===== src/sv/odo_pkg.sv =====
// Shared types, constants and helper functions for the wheel odometry block.
package odo_pkg;

  // Configuration register indexes
  localparam logic REG_MPC = 1'b0;
  localparam logic REG_WB  = 1'b1;

  localparam logic [15:0] MPC_RESET = 16'd2687;
  localparam logic [19:0] WB_RESET  = 20'd9175;

  // Fixed-point constants
  localparam logic signed [18:0] HEAD_K4     = 19'sd166886;  // 65536/(2*pi) in Q.4
  localparam logic signed [20:0] USEC_PER_S  = 21'sd1000000;
  localparam logic signed [33:0] CORDIC_GAIN = 34'sd652032874;
  localparam logic signed [47:0] TRAVEL_LIM  = 48'sd4294967295;
  localparam logic signed [48:0] DIFF_LIM    = 49'sd1099511627776;
  localparam logic signed [62:0] TURN_LIM    = 63'sd8589934592;

  // Divider geometry
  localparam int DIV_NW = 62;
  localparam int DIV_DW = 24;
  localparam int DIV_CW = 6;

  localparam int ITER_W = 5;

  typedef enum logic [1:0] {
    DIV_STEP,
    DIV_TURN,
    DIV_LIN,
    DIV_ANG
  } div_sel_t;

  typedef enum logic [4:0] {
    S_IDLE,
    S_MUL1,
    S_MIX,
    S_MUL2,
    S_DSTEP,
    S_WSTEP,
    S_CINIT,
    S_CROT,
    S_PMUL,
    S_PACC,
    S_DTURN,
    S_WTURN,
    S_MUL3,
    S_DLIN,
    S_WLIN,
    S_DANG,
    S_WANG,
    S_DONE
  } odo_state_t;

  typedef struct packed {
    logic              load;
    logic              mul1;
    logic              mix;
    logic              mul2;
    logic              div_start;
    logic              div_take;
    div_sel_t          div_sel;
    logic              cinit;
    logic              crot;
    logic [ITER_W-1:0] iter;
    logic              pmul;
    logic              pacc;
    logic              mul3;
    logic              out_load;
  } odo_cmd_t;

  typedef struct packed {
    logic div_done;
    logic et_zero;
  } odo_sts_t;

  // Arctangent of 2^-i at 2^32 units per turn
  function automatic logic signed [33:0] atan_f(input logic [ITER_W-1:0] idx);
    logic signed [33:0] v;
    case (idx)
      5'd0:    v = 34'sh020000000;
      5'd1:    v = 34'sh012E4051E;
      5'd2:    v = 34'sh009FB385B;
      5'd3:    v = 34'sh0051111D4;
      5'd4:    v = 34'sh0028B0D43;
      5'd5:    v = 34'sh00145D7E1;
      5'd6:    v = 34'sh000A2F61E;
      5'd7:    v = 34'sh000517C55;
      5'd8:    v = 34'sh00028BE53;
      5'd9:    v = 34'sh000145F2F;
      5'd10:   v = 34'sh0000A2F98;
      5'd11:   v = 34'sh0000517CC;
      5'd12:   v = 34'sh000028BE6;
      5'd13:   v = 34'sh0000145F3;
      5'd14:   v = 34'sh00000A2FA;
      5'd15:   v = 34'sh00000517D;
      5'd16:   v = 34'sh0000028BE;
      5'd17:   v = 34'sh00000145F;
      5'd18:   v = 34'sh000000A30;
      5'd19:   v = 34'sh000000518;
      5'd20:   v = 34'sh00000028C;
      5'd21:   v = 34'sh000000146;
      5'd22:   v = 34'sh0000000A3;
      5'd23:   v = 34'sh000000051;
      default: v = '0;
    endcase
    return v;
  endfunction

  function automatic logic signed [31:0] sat32_f(input logic signed [62:0] v);
    logic signed [31:0] r;
    if (v > 63'sd2147483647) begin
      r = 32'sh7FFFFFFF;
    end else if (v < -63'sd2147483648) begin
      r = 32'sh80000000;
    end else begin
      r = v[31:0];
    end
    return r;
  endfunction

endpackage


===== src/sv/odo_ctrl.sv =====
// Odometry sequencer: steps the datapath through one sample and owns the handshakes.
module odo_ctrl import odo_pkg::*; #(
  parameter int CORDIC_STEPS = 16
) (
  input  logic     clk,
  input  logic     rst_n,
  input  logic     in_valid,
  output logic     in_ready,
  output logic     out_valid,
  input  logic     out_ready,
  input  odo_sts_t sts_i,
  output odo_cmd_t cmd_o
);

  odo_state_t        state_r, state_nxt;
  logic [ITER_W-1:0] iter_r, iter_nxt;
  logic              out_valid_r, out_valid_nxt;
  logic              out_free;

  assign out_free = !out_valid_r || out_ready;

  always_comb begin
    state_nxt = state_r;
    case (state_r)
      S_IDLE:  if (in_valid) state_nxt = S_MUL1;
      S_MUL1:  state_nxt = S_MIX;
      S_MIX:   state_nxt = S_MUL2;
      S_MUL2:  state_nxt = S_DSTEP;
      S_DSTEP: state_nxt = S_WSTEP;
      S_WSTEP: if (sts_i.div_done) state_nxt = S_CINIT;
      S_CINIT: state_nxt = S_CROT;
      S_CROT:  if (iter_r == ITER_W'(CORDIC_STEPS - 1)) state_nxt = S_PMUL;
      S_PMUL:  state_nxt = S_PACC;
      S_PACC:  state_nxt = sts_i.et_zero ? S_DONE : S_DTURN;
      S_DTURN: state_nxt = S_WTURN;
      S_WTURN: if (sts_i.div_done) state_nxt = S_MUL3;
      S_MUL3:  state_nxt = S_DLIN;
      S_DLIN:  state_nxt = S_WLIN;
      S_WLIN:  if (sts_i.div_done) state_nxt = S_DANG;
      S_DANG:  state_nxt = S_WANG;
      S_WANG:  if (sts_i.div_done) state_nxt = S_DONE;
      S_DONE:  if (out_free) state_nxt = S_IDLE;
      default: state_nxt = S_IDLE;
    endcase
  end

  always_comb begin
    cmd_o = '0;
    cmd_o.iter = iter_r;
    cmd_o.div_sel = DIV_STEP;
    iter_nxt = iter_r;
    in_ready = 1'b0;
    out_valid_nxt = out_valid_r && !out_ready;
    case (state_r)
      S_IDLE: begin
        in_ready = 1'b1;
        cmd_o.load = in_valid;
      end
      S_MUL1:  cmd_o.mul1 = 1'b1;
      S_MIX:   cmd_o.mix = 1'b1;
      S_MUL2:  cmd_o.mul2 = 1'b1;
      S_DSTEP: cmd_o.div_start = 1'b1;
      S_WSTEP: cmd_o.div_take = sts_i.div_done;
      S_CINIT: begin
        cmd_o.cinit = 1'b1;
        iter_nxt = '0;
      end
      S_CROT: begin
        cmd_o.crot = 1'b1;
        iter_nxt = iter_r + 1'b1;
      end
      S_PMUL:  cmd_o.pmul = 1'b1;
      S_PACC:  cmd_o.pacc = 1'b1;
      S_DTURN: begin
        cmd_o.div_sel = DIV_TURN;
        cmd_o.div_start = 1'b1;
      end
      S_WTURN: begin
        cmd_o.div_sel = DIV_TURN;
        cmd_o.div_take = sts_i.div_done;
      end
      S_MUL3:  cmd_o.mul3 = 1'b1;
      S_DLIN: begin
        cmd_o.div_sel = DIV_LIN;
        cmd_o.div_start = 1'b1;
      end
      S_WLIN: begin
        cmd_o.div_sel = DIV_LIN;
        cmd_o.div_take = sts_i.div_done;
      end
      S_DANG: begin
        cmd_o.div_sel = DIV_ANG;
        cmd_o.div_start = 1'b1;
      end
      S_WANG: begin
        cmd_o.div_sel = DIV_ANG;
        cmd_o.div_take = sts_i.div_done;
      end
      S_DONE: begin
        if (out_free) begin
          cmd_o.out_load = 1'b1;
          out_valid_nxt = 1'b1;
        end
      end
      default: cmd_o = '0;
    endcase
  end

  always_ff @(posedge clk) begin
    if (!rst_n) begin
      state_r <= S_IDLE;
      iter_r <= '0;
      out_valid_r <= 1'b0;
    end else begin
      state_r <= state_nxt;
      iter_r <= iter_nxt;
      out_valid_r <= out_valid_nxt;
    end
  end

  assign out_valid = out_valid_r;

`ifndef SYNTHESIS
  a_accept_starts: assert property (@(posedge clk) disable iff (!rst_n)
    (in_valid && in_ready) |=> (state_r == S_MUL1))
    else $error("accepted sample did not start the sequence");
  a_no_overwrite: assert property (@(posedge clk) disable iff (!rst_n)
    cmd_o.out_load |-> (!out_valid_r || out_ready))
    else $error("result register overwritten while still pending");
  a_iter_bound: assert property (@(posedge clk) disable iff (!rst_n)
    (state_r == S_CROT) |-> (iter_r < ITER_W'(CORDIC_STEPS)))
    else $error("CORDIC iteration count out of range");
  a_take_done: assert property (@(posedge clk) disable iff (!rst_n)
    cmd_o.div_take |-> $past(state_r == S_WSTEP || state_r == S_DSTEP ||
      state_r == S_WTURN || state_r == S_DTURN || state_r == S_WLIN ||
      state_r == S_DLIN || state_r == S_WANG || state_r == S_DANG))
    else $error("quotient taken without a division in flight");
`endif

endmodule


===== config.mk =====
export PLATFORM = sky130hd
export DESIGN_NAME = odo_ctrl
export DESIGN_NICKNAME = d
export VERILOG_FILES = /design/src/sv/odo_pkg.sv /design/src/sv/odo_ctrl.sv
export SDC_FILE = /design/constraint.sdc
export NUM_CORES = 1
export LEC_CHECK = 0
export BUFFER_PORTS_ARGS = -buffer_cell sky130_fd_sc_hd__buf_2
export CAP_MARGIN = 20
export CORE_MARGIN = 5
export CORE_UTILIZATION = 39
export DETAILED_ROUTE_END_ITERATION = 6
export GPL_TIMING_DRIVEN = 1
export PLACE_DENSITY = 0.71
export SYNTH_ARGS = -nofsm -noshare
export SYNTH_HDL_FRONTEND = slang
export SYNTH_SLANG_ARGS = --single-unit

===== constraint.sdc =====
create_clock -name clk -period 3.61 [get_ports clk]
set_input_delay 0.722 -clock clk [delete_from_list [all_inputs] [get_ports clk]]
set_output_delay 0.722 -clock clk [all_outputs]
set_load 0.02 [all_outputs]

Yosys cells after proc, flatten, opt, wreduce, memory -nomap -nowiden
Index checks and enable logic that the tools add are counted.
- register bits after elaboration: 11
- input bits: 6
- output and inout port bits: 21
- logic and storage cells: 70
- $add $sub $neg: 1
- equal/unequal tests: 25
- multiplexer cells: 28
- reduce and logical (&&, ||, !) cells: 13
- operators by type and width (kind ; number):
    case mux 5 bit (18 select lines) ; 1
    == test 5 x 4 -> 1 bit (second input constant) ; 9
    two-way mux 5 bit ; 9
    == test 5 x 3 -> 1 bit (second input constant) ; 4
    OR reduction 18 bit ; 1
    two-way mux 1 bit ; 16
    != test 2 bit (second input constant) ; 7
    == test 5 x 2 -> 1 bit (second input constant) ; 2
    == test 5 bit (second input constant) ; 2
    case mux 5 bit (2 select lines) ; 1
    OR reduction 4 bit ; 2
    AND reduction 7 bit ; 1
    case mux 2 bit (3 select lines) ; 1
    OR reduction 2 bit ; 3
    adder 5 x 1 -> 5 bit (second input constant) ; 1
    == test 5 x 1 -> 1 bit (second input constant) ; 1
    logical NOT 5 bit ; 1
    logical NOT 1 bit ; 2
    nonzero test 2 bit ; 1
    logical AND 1 bit ; 1
    logical OR 1 bit ; 1

Longest topological paths before layout
- depth in word-level cells: 4
- depth in mapped cells: 7
- depth with buffers taken out: 6

Worst setup path before layout
OpenSTA, ideal clock, no wires.
- path type: register -> output
- from: register state_r[1]
- to: output cmd_o[14] (netlist bit)
- data arrival time: 1.547 ns
- required time: 2.888 ns
- path slack: 1.341 ns
- cell stages (with the launch flop): 6
- buffers on the path: 2
- path through: dfxtp_1 -> buf_2 -> buf_1 -> mux2i_1 -> nor2_1 -> a211oi_1
- RTL lines (item ; RTL line ; source):
    start: declaration ; odo_ctrl.sv:15 ; odo_state_t state_r, state_nxt;
    start signal: assignment ; odo_ctrl.sv:115 ; state_r <= state_nxt;
    end: declaration ; odo_ctrl.sv:12 ; output odo_cmd_t cmd_o

==> flow_summary.toml <==
[power]
p_leak_nw = 0.476
ir_worst_vdd_mv = 0.156
power_per_cell_area_nw_per_um2 = 299
switching_share = 0.353
power.total_mw = 0.317
combinationalPowerShare = 0.277
netSwitchingPower_mw = 0.112
pwr-share-clk = 0.266
seq_power_share = 0.457
internal_power_mw = 0.205

[clocking]
cts_resized = 0
clockBufferDepth = 2
htree_levels = 1
cts_tree = "yes"
clock-sinks = 11
cts_setup_buffers = 0
clkTransAtPathRegs_ps = 70
clk-insertion-delay-late_ps = 270
ctsHoldBuffers = 0
numCtsBuffers = 3
cts-root-buf = "clkbuf_4"

[finish]
final_util = 0.475
layout.nets = 156
fillerInstances = 240
multi_input_area_um2 = 631
design_area_um2 = 1060
diodes = 0
syn_to_final_growth_pct = 16.0
regArea_um2 = 220
final_layout_size_suffix_gt1_frac = 0.224

[logic_synthesis]
synth_top_cells_by_count = "nor2_1, dfxtp_1, nand2_1, and2_1"
ys.flop_type = "dfxtp_1"
avgSynthCellArea_um2 = 7.20
synth_edf_count = 0
yosysSeqAreaShare = 0.241
yosys.area.top_type = "dfxtp_1"
netlist_area_um2 = 915
yosysMostFrequentCell = "nor2_1"
yosys-top-cells-area = "dfxtp_1, and2_1, nor2_1"
synth_nets = 135
synth_seq_cells = 11
post_synth_num_cell_types = 42
synth_top_area_share = 0.241
synthCells = 127
synth-warning-count = 0
async_flop_share = 0

[grt]
grt_pass1_vias = 876
grt_most_used_layer = "met2"
antenna_found_initial = 0
grtUsageMet1 = 0.175
grt_first_pass_wirelength_um = 3750
grt_max_degree = 20
met2_usage = 0.228
gr-usage-met3 = 0.0417
gr-total-overflow = 0
grtUsageTotal = 0.137

[timing]
final.setup_skew_ps = 3.70
min_period_ps = 2620
fin_crit_sh = 0.725
finalHoldViolCount = 0
setup_viol = 0
tightest_slew_ps = 622
worst_slack_ps = 993
finalSetupTns_ps = 0
max_freq_ghz = 0.382
drv_slew = 0
rsz0062_at_grt = "no"
slew_headroom = 0.582

[worst_setup_path]
crit_fanout = 19
critPathMaxStageDelay_ps = 710
cp_slowest_cell = "dfxtp_1"
crit_type = "reg2out"
cp-start-kind = "flip-flop"
crit_arrival_ps = 1890
end_kind = "output pin"
path_cells = "nand2_1 > o22a_1 > a21oi_1 > o21a_1 > buf_2"
worstPathRequired_ps = 2890

[placed_design]
place_congestion = 0.849
place_area_um2 = 1030
portBuffers = 26
hpwl_um = 1720
dpl_worst_slack_ps = 1310

[drt]
antenna_left = 0
drtIter0Drc = 7
post_drt_via_cell_ratio = 5.49
vias = 960
drt_pre_antenna_iters = 4
drc = 0
wl_per_cell_um = 12.9
routed_wl_um = 2250

[die]
row_count = 17
fp.dieArea_um2 = 3410
start_util = 0.410
dieHeight_um = 58.4
core-area_um2 = 2230
die_w_um = 58.4
ioPinCount = 27

[flow_run]
cap_violations = 0

[status]
status = "finished, final reports clean"

[worst_hold_path]
hold_class = "reg2reg"
metal layers:
metal	wire length [µm]	vias to the layer above	share of wire
li1	-	491	-
met1	1030	447	0.46
met2	1090	20	0.48
met3	121	2	0.054
met4	12	0	0.0053
met5	0	-	0
sequential cells by signal, indices dropped and copies added, names as in the netlist:
name and flops:
out_valid 1, state_r 5, iter_r 5
critical path: cells and delay by family (launching register included):
family	cells	cell delay, ps
buffers and inverters	1	160
AOI/OAI and AO/OA	3	550
and+or+nand+nor	1	200
DFF	1	710
through the flow:
stage	std cells	hold WS, ps
after global placement	171	510
after CTS	175	531
final	175	524
after global routing	175	568
after detailed placement	171	516
after floorplan	127	480
power by group through the flow:
stage	Sequential, mW	Combinational, mW	Clock, mW
global placement	0.148	0.0880	0
floorplan	0.130	0.0839	0
detailed placement	0.147	0.0884	0
finish	0.145	0.0877	0.0844
global route	0.146	0.0964	0.0927
CTS	0.144	0.0887	0.0878
area by class of cell:
| cell class | count | share of cell area |
|---|---|---|
| well taps | 28 | 0.0330 |
| multi-input cells | 101 | 0.594 |
| repair buffers | 26 | 0.123 |
| flip-flops and latches | 11 | 0.208 |
| inverters | 5 | 0.0177 |
| clock buffers | 4 | 0.0248 |
final timing paths:
kind | start | endpoint | slack, ps | cells past startpoint
worst max-delay path | state_r[1] | cmd_o[13] | 990 | 5
worst min-delay path | iter_r[2] | iter_r[2] | 520 | 2
worst min register to register | iter_r[2] | iter_r[2] | 520 | 2
worst max register to register | state_r[1] | state_r[0] | 1460 | 5
cell families (layout without fill, tap and decap cells):
kind of cell,Yosys count,count (layout),synth area share
muxes,3,3,0.0328
buffers and inverters,15,35,0.0698
adders and majority gates,2,2,0.0274
AOI/OAI and AO/OA,32,32,0.245
DFF,11,11,0.241
and+or+nand+nor,64,64,0.384
cells in the final DEF, fill, tap and decap left out, drive strengths merged:
cell type,synthesis,layout
a211oi,1,1
a21boi,2,2
a21oi,5,5
a22o,1,1
a22oi,1,1
a2bb2oi,2,2
a31oi,4,4
and2,9,9
and3,1,1
buf,5,26
clkbuf,5,4
dfxtp,11,11
ha,2,2
inv,5,5
mux2i,3,3
nand2,10,10
nand2b,6,6
nand3,1,1
nand3b,2,2
nand4,1,1
nand4b,1,1
nand4bb,1,1
nor2,14,14
nor2b,5,5
nor3,3,3
nor3b,3,3
o2111a,1,1
o211ai,1,1
o21a,1,1
o21ai,8,8
o22a,1,1
o31ai,2,2
o41ai,2,2
or2,3,3
or3,3,3
or3b,1,1
No activity file was read; power rests on OpenSTA's default activity.
